**config.mk**
```make
export PLATFORM = sky130hd
export DESIGN_NAME = ring_fifo_with_peek
export DESIGN_NICKNAME = d
export VERILOG_FILES = /design/src/rtl/rfp_pkg.sv /design/src/rtl/rfp_mem.sv /design/src/rtl/rfp_ctrl.sv /design/src/rtl/rfp_resp.sv /design/src/rtl/ring_fifo_with_peek.sv
export VERILOG_INCLUDE_DIRS = /design/src /design/src/rtl
export SDC_FILE = /design/constraint.sdc
export NUM_CORES = 1
export LEC_CHECK = 0
export ABC_AREA = 0
export BUFFER_PORTS_ARGS = -buffer_cell sky130_fd_sc_hd__buf_4
export CORE_ASPECT_RATIO = 2
export CORE_MARGIN = 10
export CORE_UTILIZATION = 55
export DETAILED_ROUTE_END_ITERATION = 8
export PLACE_DENSITY = 0.72
export SLEW_MARGIN = 20
export SYNTH_ARGS = -nofsm -noshare
export SYNTH_HDL_FRONTEND = slang
export SYNTH_SLANG_ARGS = --single-unit
```
**constraint.sdc**
```tcl
create_clock -name clk -period 13.3 [get_ports clk]
set_clock_uncertainty 0.1 [all_clocks]
set_input_delay 2.66 -clock clk [delete_from_list [all_inputs] [get_ports clk]]
set_output_delay 2.66 -clock clk [all_outputs]
set_load 0.05 [all_outputs]
```
**src/rtl/assert_macros.svh**
```systemverilog
// ---------------------------------------------------------------------------
// assert_macros.svh
// Assertion shorthands sampled on clk and held off while rst_n is low.
// ---------------------------------------------------------------------------
`ifndef ASSERT_MACROS_SVH
`define ASSERT_MACROS_SVH

// same-cycle implication
`define RFP_ASSERT_IMP(lbl, ante, cons) \
  lbl: assert property (@(posedge clk) disable iff (!rst_n) (ante) |-> (cons)) \
    else $error("rfp assertion failed");

// next-cycle implication
`define RFP_ASSERT_NXT(lbl, ante, cons) \
  lbl: assert property (@(posedge clk) disable iff (!rst_n) (ante) |=> (cons)) \
    else $error("rfp assertion failed");

`endif

```
**src/rtl/rfp_pkg.sv**
```systemverilog
// ---------------------------------------------------------------------------
// rfp_pkg
// Shared sizes, request and status codes and stage records of the ring fifo.
// ---------------------------------------------------------------------------
package rfp_pkg;

  localparam int DEPTH          = 16;
  localparam int ADDR_W         = $clog2(DEPTH);
  localparam int CNT_W          = ADDR_W + 1;
  localparam int LOG2_W         = 3;
  localparam int MAX_LOG2       = ADDR_W;
  localparam int CAP_LOG2_RST   = 4;
  localparam int REQ_W          = 2;
  localparam int IDX_W          = 4;
  localparam int STS_W          = 2;
  localparam int WORD_WIDTH_DEF = 32;

  typedef enum logic [REQ_W-1:0] {
    REQ_PUSH  = 2'd0,
    REQ_POP   = 2'd1,
    REQ_PEEK  = 2'd2,
    REQ_COUNT = 2'd3
  } req_e_t;

  typedef enum logic [STS_W-1:0] {
    ST_OK     = 2'd0,
    ST_FULL   = 2'd1,
    ST_EMPTY  = 2'd2,
    ST_BADIDX = 2'd3
  } status_e_t;

  // one ram access per request at most
  typedef struct packed {
    logic              we;
    logic              re;
    logic [ADDR_W-1:0] addr;
  } mem_cmd_t;

  // everything of a result except the word read from the ram
  typedef struct packed {
    status_e_t        status;
    logic [CNT_W-1:0] fill_count;
    logic             is_empty;
    logic             has_data;
  } res_info_t;

endpackage

```
**src/rtl/rfp_mem.sv**
```systemverilog
// ---------------------------------------------------------------------------
// rfp_mem
// Entry store: single-port synchronous ram, registered read data.
// ---------------------------------------------------------------------------
module rfp_mem #(
  parameter int WORD_WIDTH = rfp_pkg::WORD_WIDTH_DEF
) (
  input  logic                  clk,
  input  rfp_pkg::mem_cmd_t     cmd,
  input  logic [WORD_WIDTH-1:0] wdata,
  output logic [WORD_WIDTH-1:0] rdata
);
  import rfp_pkg::*;

  logic [WORD_WIDTH-1:0] mem [DEPTH];
  logic [WORD_WIDTH-1:0] rdata_r;

  always_ff @(posedge clk) begin
    if (cmd.we) begin
      mem[cmd.addr] <= wdata;
    end
  end

  // read data holds until the next read
  always_ff @(posedge clk) begin
    if (cmd.re) begin
      rdata_r <= mem[cmd.addr];
    end
  end

  assign rdata = rdata_r;

endmodule

```
**src/rtl/rfp_ctrl.sv**
```systemverilog
// ---------------------------------------------------------------------------
// rfp_ctrl
// Head pointer, fill count and capacity register; decodes each request,
// issues the ram access and builds the result record.
// ---------------------------------------------------------------------------
module rfp_ctrl #(
  parameter int WORD_WIDTH = rfp_pkg::WORD_WIDTH_DEF
) (
  input  logic                       clk,
  input  logic                       rst_n,
  input  logic                       cfg_we,
  input  logic [rfp_pkg::LOG2_W-1:0] cfg_wdata,
  input  logic                       acc,
  input  logic [rfp_pkg::REQ_W-1:0]  req_type,
  input  logic [WORD_WIDTH-1:0]      push_data,
  input  logic [rfp_pkg::IDX_W-1:0]  peek_index,
  output rfp_pkg::mem_cmd_t          mem_cmd,
  output logic [WORD_WIDTH-1:0]      mem_wdata,
  output rfp_pkg::res_info_t         res
);
  import rfp_pkg::*;

  logic [LOG2_W-1:0] cap_log2_r;
  logic [ADDR_W-1:0] head_r, head_nxt;
  logic [CNT_W-1:0]  count_r, count_nxt;

  logic [LOG2_W-1:0] eff_log2;
  logic [CNT_W-1:0]  cap;
  logic [ADDR_W-1:0] mask;
  logic [ADDR_W-1:0] pos;
  req_e_t            req;
  status_e_t         status;
  logic              we, re;

  // capacity never exceeds the ram depth
  assign eff_log2 = (cap_log2_r > LOG2_W'(MAX_LOG2)) ? LOG2_W'(MAX_LOG2) : cap_log2_r;
  assign cap      = CNT_W'(1) << eff_log2;
  assign mask     = ADDR_W'(cap - CNT_W'(1));
  assign req      = req_e_t'(req_type);

  always_comb begin
    head_nxt  = head_r;
    count_nxt = count_r;
    status    = ST_OK;
    pos       = head_r & mask;
    we        = 1'b0;
    re        = 1'b0;
    case (req)
      REQ_PUSH: begin
        pos = (head_r + count_r[ADDR_W-1:0]) & mask;
        if (count_r >= cap) begin
          status = ST_FULL;
        end else begin
          we        = 1'b1;
          count_nxt = count_r + CNT_W'(1);
        end
      end
      REQ_POP: begin
        if (count_r == '0) begin
          status = ST_EMPTY;
        end else begin
          re        = 1'b1;
          head_nxt  = (pos + ADDR_W'(1)) & mask;
          count_nxt = count_r - CNT_W'(1);
        end
      end
      REQ_PEEK: begin
        pos = (head_r + ADDR_W'(peek_index)) & mask;
        if (CNT_W'(peek_index) >= count_r) begin
          status = ST_BADIDX;
        end else begin
          re = 1'b1;
        end
      end
      REQ_COUNT: begin
        status = ST_OK;
      end
      default: begin
        status = ST_OK;
      end
    endcase
  end

  always_ff @(posedge clk) begin
    if (!rst_n) begin
      cap_log2_r <= LOG2_W'(CAP_LOG2_RST);
      head_r     <= '0;
      count_r    <= '0;
    end else begin
      if (cfg_we) begin
        cap_log2_r <= cfg_wdata;
      end
      if (acc) begin
        head_r  <= head_nxt;
        count_r <= count_nxt;
      end
    end
  end

  assign mem_cmd.we   = acc && we;
  assign mem_cmd.re   = acc && re;
  assign mem_cmd.addr = pos;
  assign mem_wdata    = push_data;

  assign res.status     = status;
  assign res.fill_count = count_nxt;
  assign res.is_empty   = (count_nxt == '0);
  assign res.has_data   = re;

endmodule

```
**src/rtl/rfp_resp.sv**
```systemverilog
// ---------------------------------------------------------------------------
// rfp_resp
// Result pipe: a read stage that waits on the ram, then the output register.
// ---------------------------------------------------------------------------
module rfp_resp #(
  parameter int WORD_WIDTH = rfp_pkg::WORD_WIDTH_DEF
) (
  input  logic                  clk,
  input  logic                  rst_n,
  input  logic                  acc,
  input  rfp_pkg::res_info_t    res,
  input  logic [WORD_WIDTH-1:0] rdata,
  input  logic                  out_tready,
  output logic                  in_ready,
  output logic                  s1_busy,
  output logic                  out_valid,
  output rfp_pkg::res_info_t    out_res,
  output logic [WORD_WIDTH-1:0] out_data
);
  import rfp_pkg::*;

  logic                  s1_valid_r, s1_valid_nxt;
  res_info_t             s1_res_r;
  logic                  out_valid_r, out_valid_nxt;
  res_info_t             out_res_r;
  logic [WORD_WIDTH-1:0] out_data_r;
  logic                  adv;

  assign adv      = s1_valid_r && (!out_valid_r || out_tready);
  assign in_ready = !s1_valid_r || adv;

  always_comb begin
    s1_valid_nxt = s1_valid_r;
    if (acc) begin
      s1_valid_nxt = 1'b1;
    end else if (adv) begin
      s1_valid_nxt = 1'b0;
    end
    out_valid_nxt = out_valid_r;
    if (adv) begin
      out_valid_nxt = 1'b1;
    end else if (out_tready) begin
      out_valid_nxt = 1'b0;
    end
  end

  always_ff @(posedge clk) begin
    if (!rst_n) begin
      s1_valid_r  <= 1'b0;
      out_valid_r <= 1'b0;
    end else begin
      s1_valid_r  <= s1_valid_nxt;
      out_valid_r <= out_valid_nxt;
    end
  end

  always_ff @(posedge clk) begin
    if (acc) begin
      s1_res_r <= res;
    end
    if (adv) begin
      out_res_r  <= s1_res_r;
      // ram data is stable while the read stage holds
      out_data_r <= s1_res_r.has_data ? rdata : '0;
    end
  end

  assign s1_busy   = s1_valid_r;
  assign out_valid = out_valid_r;
  assign out_res   = out_res_r;
  assign out_data  = out_data_r;

endmodule

```
**src/rtl/ring_fifo_with_peek.sv**
```systemverilog
// ---------------------------------------------------------------------------
// ring_fifo_with_peek
// Circular fifo with push, pop, peek and count requests.
// ---------------------------------------------------------------------------
// One request is taken per clock while in_tready is high. The synchronous
// entry ram read and the read stage load at the edge that takes the request,
// and the output register loads the result when the read stage advances. A
// read stage and the output register let one more request in while a result
// waits on out_tready. in_tready is held low during reset. Head pointer and
// fill count update at the edge that takes the request, so back-to-back
// requests see each other. The entry ram is not cleared after reset; only
// written slots are ever read in normal use. cfg_wdata sets log2 of the
// capacity in use, capped at log2 of the ram depth; write it only while the
// block is idle.
`include "assert_macros.svh"

module ring_fifo_with_peek #(
  parameter int  WORD_WIDTH  = rfp_pkg::WORD_WIDTH_DEF,
  localparam int IN_TDATA_W  = ((rfp_pkg::REQ_W + WORD_WIDTH + rfp_pkg::IDX_W + 7) / 8) * 8,
  localparam int OUT_TDATA_W = ((rfp_pkg::STS_W + WORD_WIDTH + rfp_pkg::CNT_W + 1 + 7) / 8) * 8
) (
  input  logic                       clk,
  input  logic                       rst_n,
  input  logic                       cfg_we,
  input  logic [rfp_pkg::LOG2_W-1:0] cfg_wdata,
  input  logic                       in_tvalid,
  output logic                       in_tready,
  // req_type, push_data, peek_index, zero pad
  input  logic [IN_TDATA_W-1:0]      in_tdata,
  output logic                       out_tvalid,
  input  logic                       out_tready,
  // status, read_data, fill_count, is_empty, zero pad
  output logic [OUT_TDATA_W-1:0]     out_tdata
);
  import rfp_pkg::*;

  localparam int DATA_LO = REQ_W;
  localparam int IDX_LO  = REQ_W + WORD_WIDTH;

  logic                  acc;
  logic                  in_ready;
  logic                  s1_busy;
  mem_cmd_t              mem_cmd;
  logic [WORD_WIDTH-1:0] mem_wdata;
  logic [WORD_WIDTH-1:0] mem_rdata;
  res_info_t             res;
  res_info_t             out_res;
  logic [WORD_WIDTH-1:0] out_data;

  assign in_tready = in_ready && rst_n;
  assign acc       = in_tvalid && in_tready;

  rfp_ctrl #(
    .WORD_WIDTH (WORD_WIDTH)
  ) u_ctrl (
    .clk        (clk),
    .rst_n      (rst_n),
    .cfg_we     (cfg_we),
    .cfg_wdata  (cfg_wdata),
    .acc        (acc),
    .req_type   (in_tdata[REQ_W-1:0]),
    .push_data  (in_tdata[DATA_LO +: WORD_WIDTH]),
    .peek_index (in_tdata[IDX_LO +: IDX_W]),
    .mem_cmd    (mem_cmd),
    .mem_wdata  (mem_wdata),
    .res        (res)
  );

  rfp_mem #(
    .WORD_WIDTH (WORD_WIDTH)
  ) u_mem (
    .clk   (clk),
    .cmd   (mem_cmd),
    .wdata (mem_wdata),
    .rdata (mem_rdata)
  );

  rfp_resp #(
    .WORD_WIDTH (WORD_WIDTH)
  ) u_resp (
    .clk        (clk),
    .rst_n      (rst_n),
    .acc        (acc),
    .res        (res),
    .rdata      (mem_rdata),
    .out_tready (out_tready),
    .in_ready   (in_ready),
    .s1_busy    (s1_busy),
    .out_valid  (out_tvalid),
    .out_res    (out_res),
    .out_data   (out_data)
  );

  assign out_tdata = OUT_TDATA_W'({out_res.is_empty, out_res.fill_count, out_data,
                                   out_res.status});

  // a taken request always occupies the read stage next cycle
  `RFP_ASSERT_NXT(a_take_fills_stage, acc, s1_busy)
  // both stages full and output stalled: no request may be taken
  `RFP_ASSERT_IMP(a_full_pipe_stalls, s1_busy && out_tvalid && !out_tready, !in_tready)
  // refused results (status not ok) carry a zero word
  `RFP_ASSERT_IMP(a_no_data_zero, out_tvalid && out_res.status != ST_OK,
                  out_tdata[STS_W +: WORD_WIDTH] == '0)
  // the fill count never exceeds the ram depth
  `RFP_ASSERT_IMP(a_count_bound, out_tvalid,
                  out_tdata[STS_W + WORD_WIDTH +: CNT_W] <= CNT_W'(DEPTH))

endmodule

```
==> results_dict.tcl <==
set metrics [dict create \
    status "finished, final reports clean" \
    synth_seq_area_share 0.768 \
    cp-start-kind "input pin" \
    hold_depth 0 \
    fp.coreArea_um2 42400 \
    synthCells 1155 \
    yosysMostFrequentCell "edfxtp_1" \
    ys_types 55 \
    final-setup-viol-count 0 \
    synth_top_area_share 0.756 \
    worstRegToRegCells 11 \
    p_per_area_nw_per_um2 142 \
    start_util 0.555 \
    rows 107 \
    h-tree-depth 2 \
    place.gp.congestion 0.817 \
    hpwl_um 25600 \
    fin_crit_sh 0.511 \
    synth_fp_nets 1222 \
    leakage_nw 8.57 \
    die_area_um2 52000 \
    dp.cells 1759 \
    fin_crit_ns 6.80 \
    drc 0 \
    via_per_inst 6.11 \
    clk_latency_ns 0.57 \
    ios 90 \
    post_synth.cell_area_avg_um2 20.4 \
    grt_pass1_vias 12000 \
    worstSetupPathType "input pin to flop" \
    drv_cap 0 \
    synth-seq-cells 607 \
    final_cells 1854 \
    holdCritPathClass "flop to flop" \
    finalMaxSlewViolations 0 \
    hold_violations 0 \
    yosysTopAreaCell "edfxtp_1" \
    die_w_um 166 \
    io_buffers 87 \
    slew_headroom 0.293 \
    holdBufCountCts 0 \
    rsz0062_at_grt "no" \
    grt_pass1_wl_um 74900 \
    cts_tree "done" \
    drt-pass1-iter-count 5 \
    ctsLongestPathBuffers 3 \
    synth_edf_count 593 \
    synth_commonest_cells "593 x edfxtp_1, 128 x mux4_2, 57 x nand2_1" \
    synth.area.top_cells "edfxtp_1 76%, mux4_2 12%, dfxtp_1 1.2%, o211ai_1 1.1%, a22oi_1 1.0%" \
    nNetsFinal 1333 \
    ctsResizeCount 0 \
    netlist_area_um2 23500 \
    cts_buffers 49 \
    syn2layout_area_growth_pct 12.9 \
    ant_nets 0 \
    drtIter0Drc 1242 \
    cp_data_required_time_ns 13.49 \
    vdd_drop_max_uv 113 \
    num_vias 11300 \
    cts_sinks 607 \
    critPathArrivalTime_ns 6.98 \
    fp.dieH_um 313 \
    antenna_found_initial 4 \
    track_usage 0.188 \
    drive_above_1_share 0.271 \
    end_kind "flop" \
    finalSetupTns_ns 0 \
    totalWireLength_um 49300 \
    async_reset_ff_frac 0 \
    yosys_most_used_dff "edfxtp_1" \
    grt.overflow.total 0 \
    routedWlPerCell_um 26.6 \
    yosysWarnings 0 \
    crit_path_max_fanout 67 \
    cts.reportedPaths.clkPinSlew_ns 0.07 \
    worstMarginPinSlew_ns 1.06 \
    fmax_mhz 147 \
    cts_setup_buffers 0 \
    grt_max_degree 129 \
    cts-root-buf "clkbuf_16" \
]
## sequential cells by signal, summed over array words and instances, names as in the netlist
name and cells:
u_ctrl.head_r 4, u_resp.out_data 32, u_ctrl.cap_log2_r 3, u_resp.out_res 8, u_resp.out_valid 1, u_resp.s1_busy 1
u_ctrl.count_r 5, u_mem.mem 512, u_mem.rdata 32, u_resp.s1_res_r 9
## logic make-up after synthesis
kind of cell,synth area share
muxes,0.128
xor gates and xnor gates,0.000744
AOI/OAI and AO/OA,0.0365
adders and majority gates,0.0104
DFF,0.768
buffers and inverters,0.0201
and+or+nand+nor,0.0362
## worst max-delay path, cell delays in order
cell	delay (ns)
buf_4	0.11
inv_1	0.07
ha_1	0.42
o21ai_0	0.14
ha_1	0.24
fa_1	0.52
mux2i_1	0.13
nor2_4	0.10
buf_4	0.72
buf_4	0.87
mux4_2	0.42
a22oi_1	0.32
o211ai_1	0.16
## per-layer routing
metal | GRT usage | part of all wire | vias up
li1 | - | - | 4914
met1 | 0.235 | 0.39 | 5942
met2 | 0.321 | 0.53 | 381
met3 | 0.0307 | 0.056 | 98
met4 | 0.0773 | 0.033 | 2
met5 | 0 | 0.00037 | -
## path summary, 6_finish.rpt
kind	startpoint	to	slack [ns]
hold / removal	u_resp.s1_res_r[7]$_DFFE_PP_	u_resp.out_res[7]$_DFFE_PP_	0.32
setup / recovery	in_tdata[0]	u_mem.rdata[8]$_DFFE_PP_	6.50
setup reg to reg	u_ctrl.count_r[0]$_SDFFE_PN0P_	u_mem.rdata[8]$_DFFE_PP_	8.68
hold reg to reg	u_resp.s1_res_r[7]$_DFFE_PP_	u_resp.out_res[7]$_DFFE_PP_	0.32
## cells in the final DEF (no fill, tap or decap), types with 15 or more instances in the layout
cell type / netlist / layout
edfxtp_1: 593 / 593
mux4_2: 128 / 128
buf_4: 7 / 112
nand2_1: 57 / 57
clkbuf_16: 0 / 51
inv_1: 45 / 45
o211ai_1: 34 / 34
and2_1: 34 / 34
a22oi_1: 32 / 32
ha_1: 18 / 18
nor2_4: 0 / 17
nand3_1: 15 / 15
## metrics by stage
| stage | power, W | setup slack (ns) | util | area [um^2] | hold slack (ns) |
|---|---|---|---|---|---|
| global placement | 0.00238 | 5.90 | 0.588 | 25000 | 0.302 |
| CTS | 0.00380 | 6.48 | 0.626 | 26500 | 0.322 |
| detailed placement | 0.00239 | 5.93 | 0.588 | 25000 | 0.305 |
| finish | 0.00377 | 6.50 | 0.626 | 26600 | 0.319 |
| floorplan | 0.00231 | 6.31 | - | 23500 | 0.300 |
| global route | 0.00389 | 6.34 | 0.626 | 26600 | 0.335 |
## layout make-up
class,instances,area [um^2]
antenna,3,7.51
clock buffer,66,1370
clock inverter,25,206
fill,2879,15900
inverter,45,169
multi-input combinational,449,5170
sequential,607,18100
tap,545,682
timing repair buffer,114,888
## power by group
part,total (W),internal [W],switching [W]
sequential,0.00212,0.00211,0.00000645
combinational,0.000223,0.0000915,0.000131
clock,0.00143,0.000786,0.000644
(Power assumes the default switching activity.)
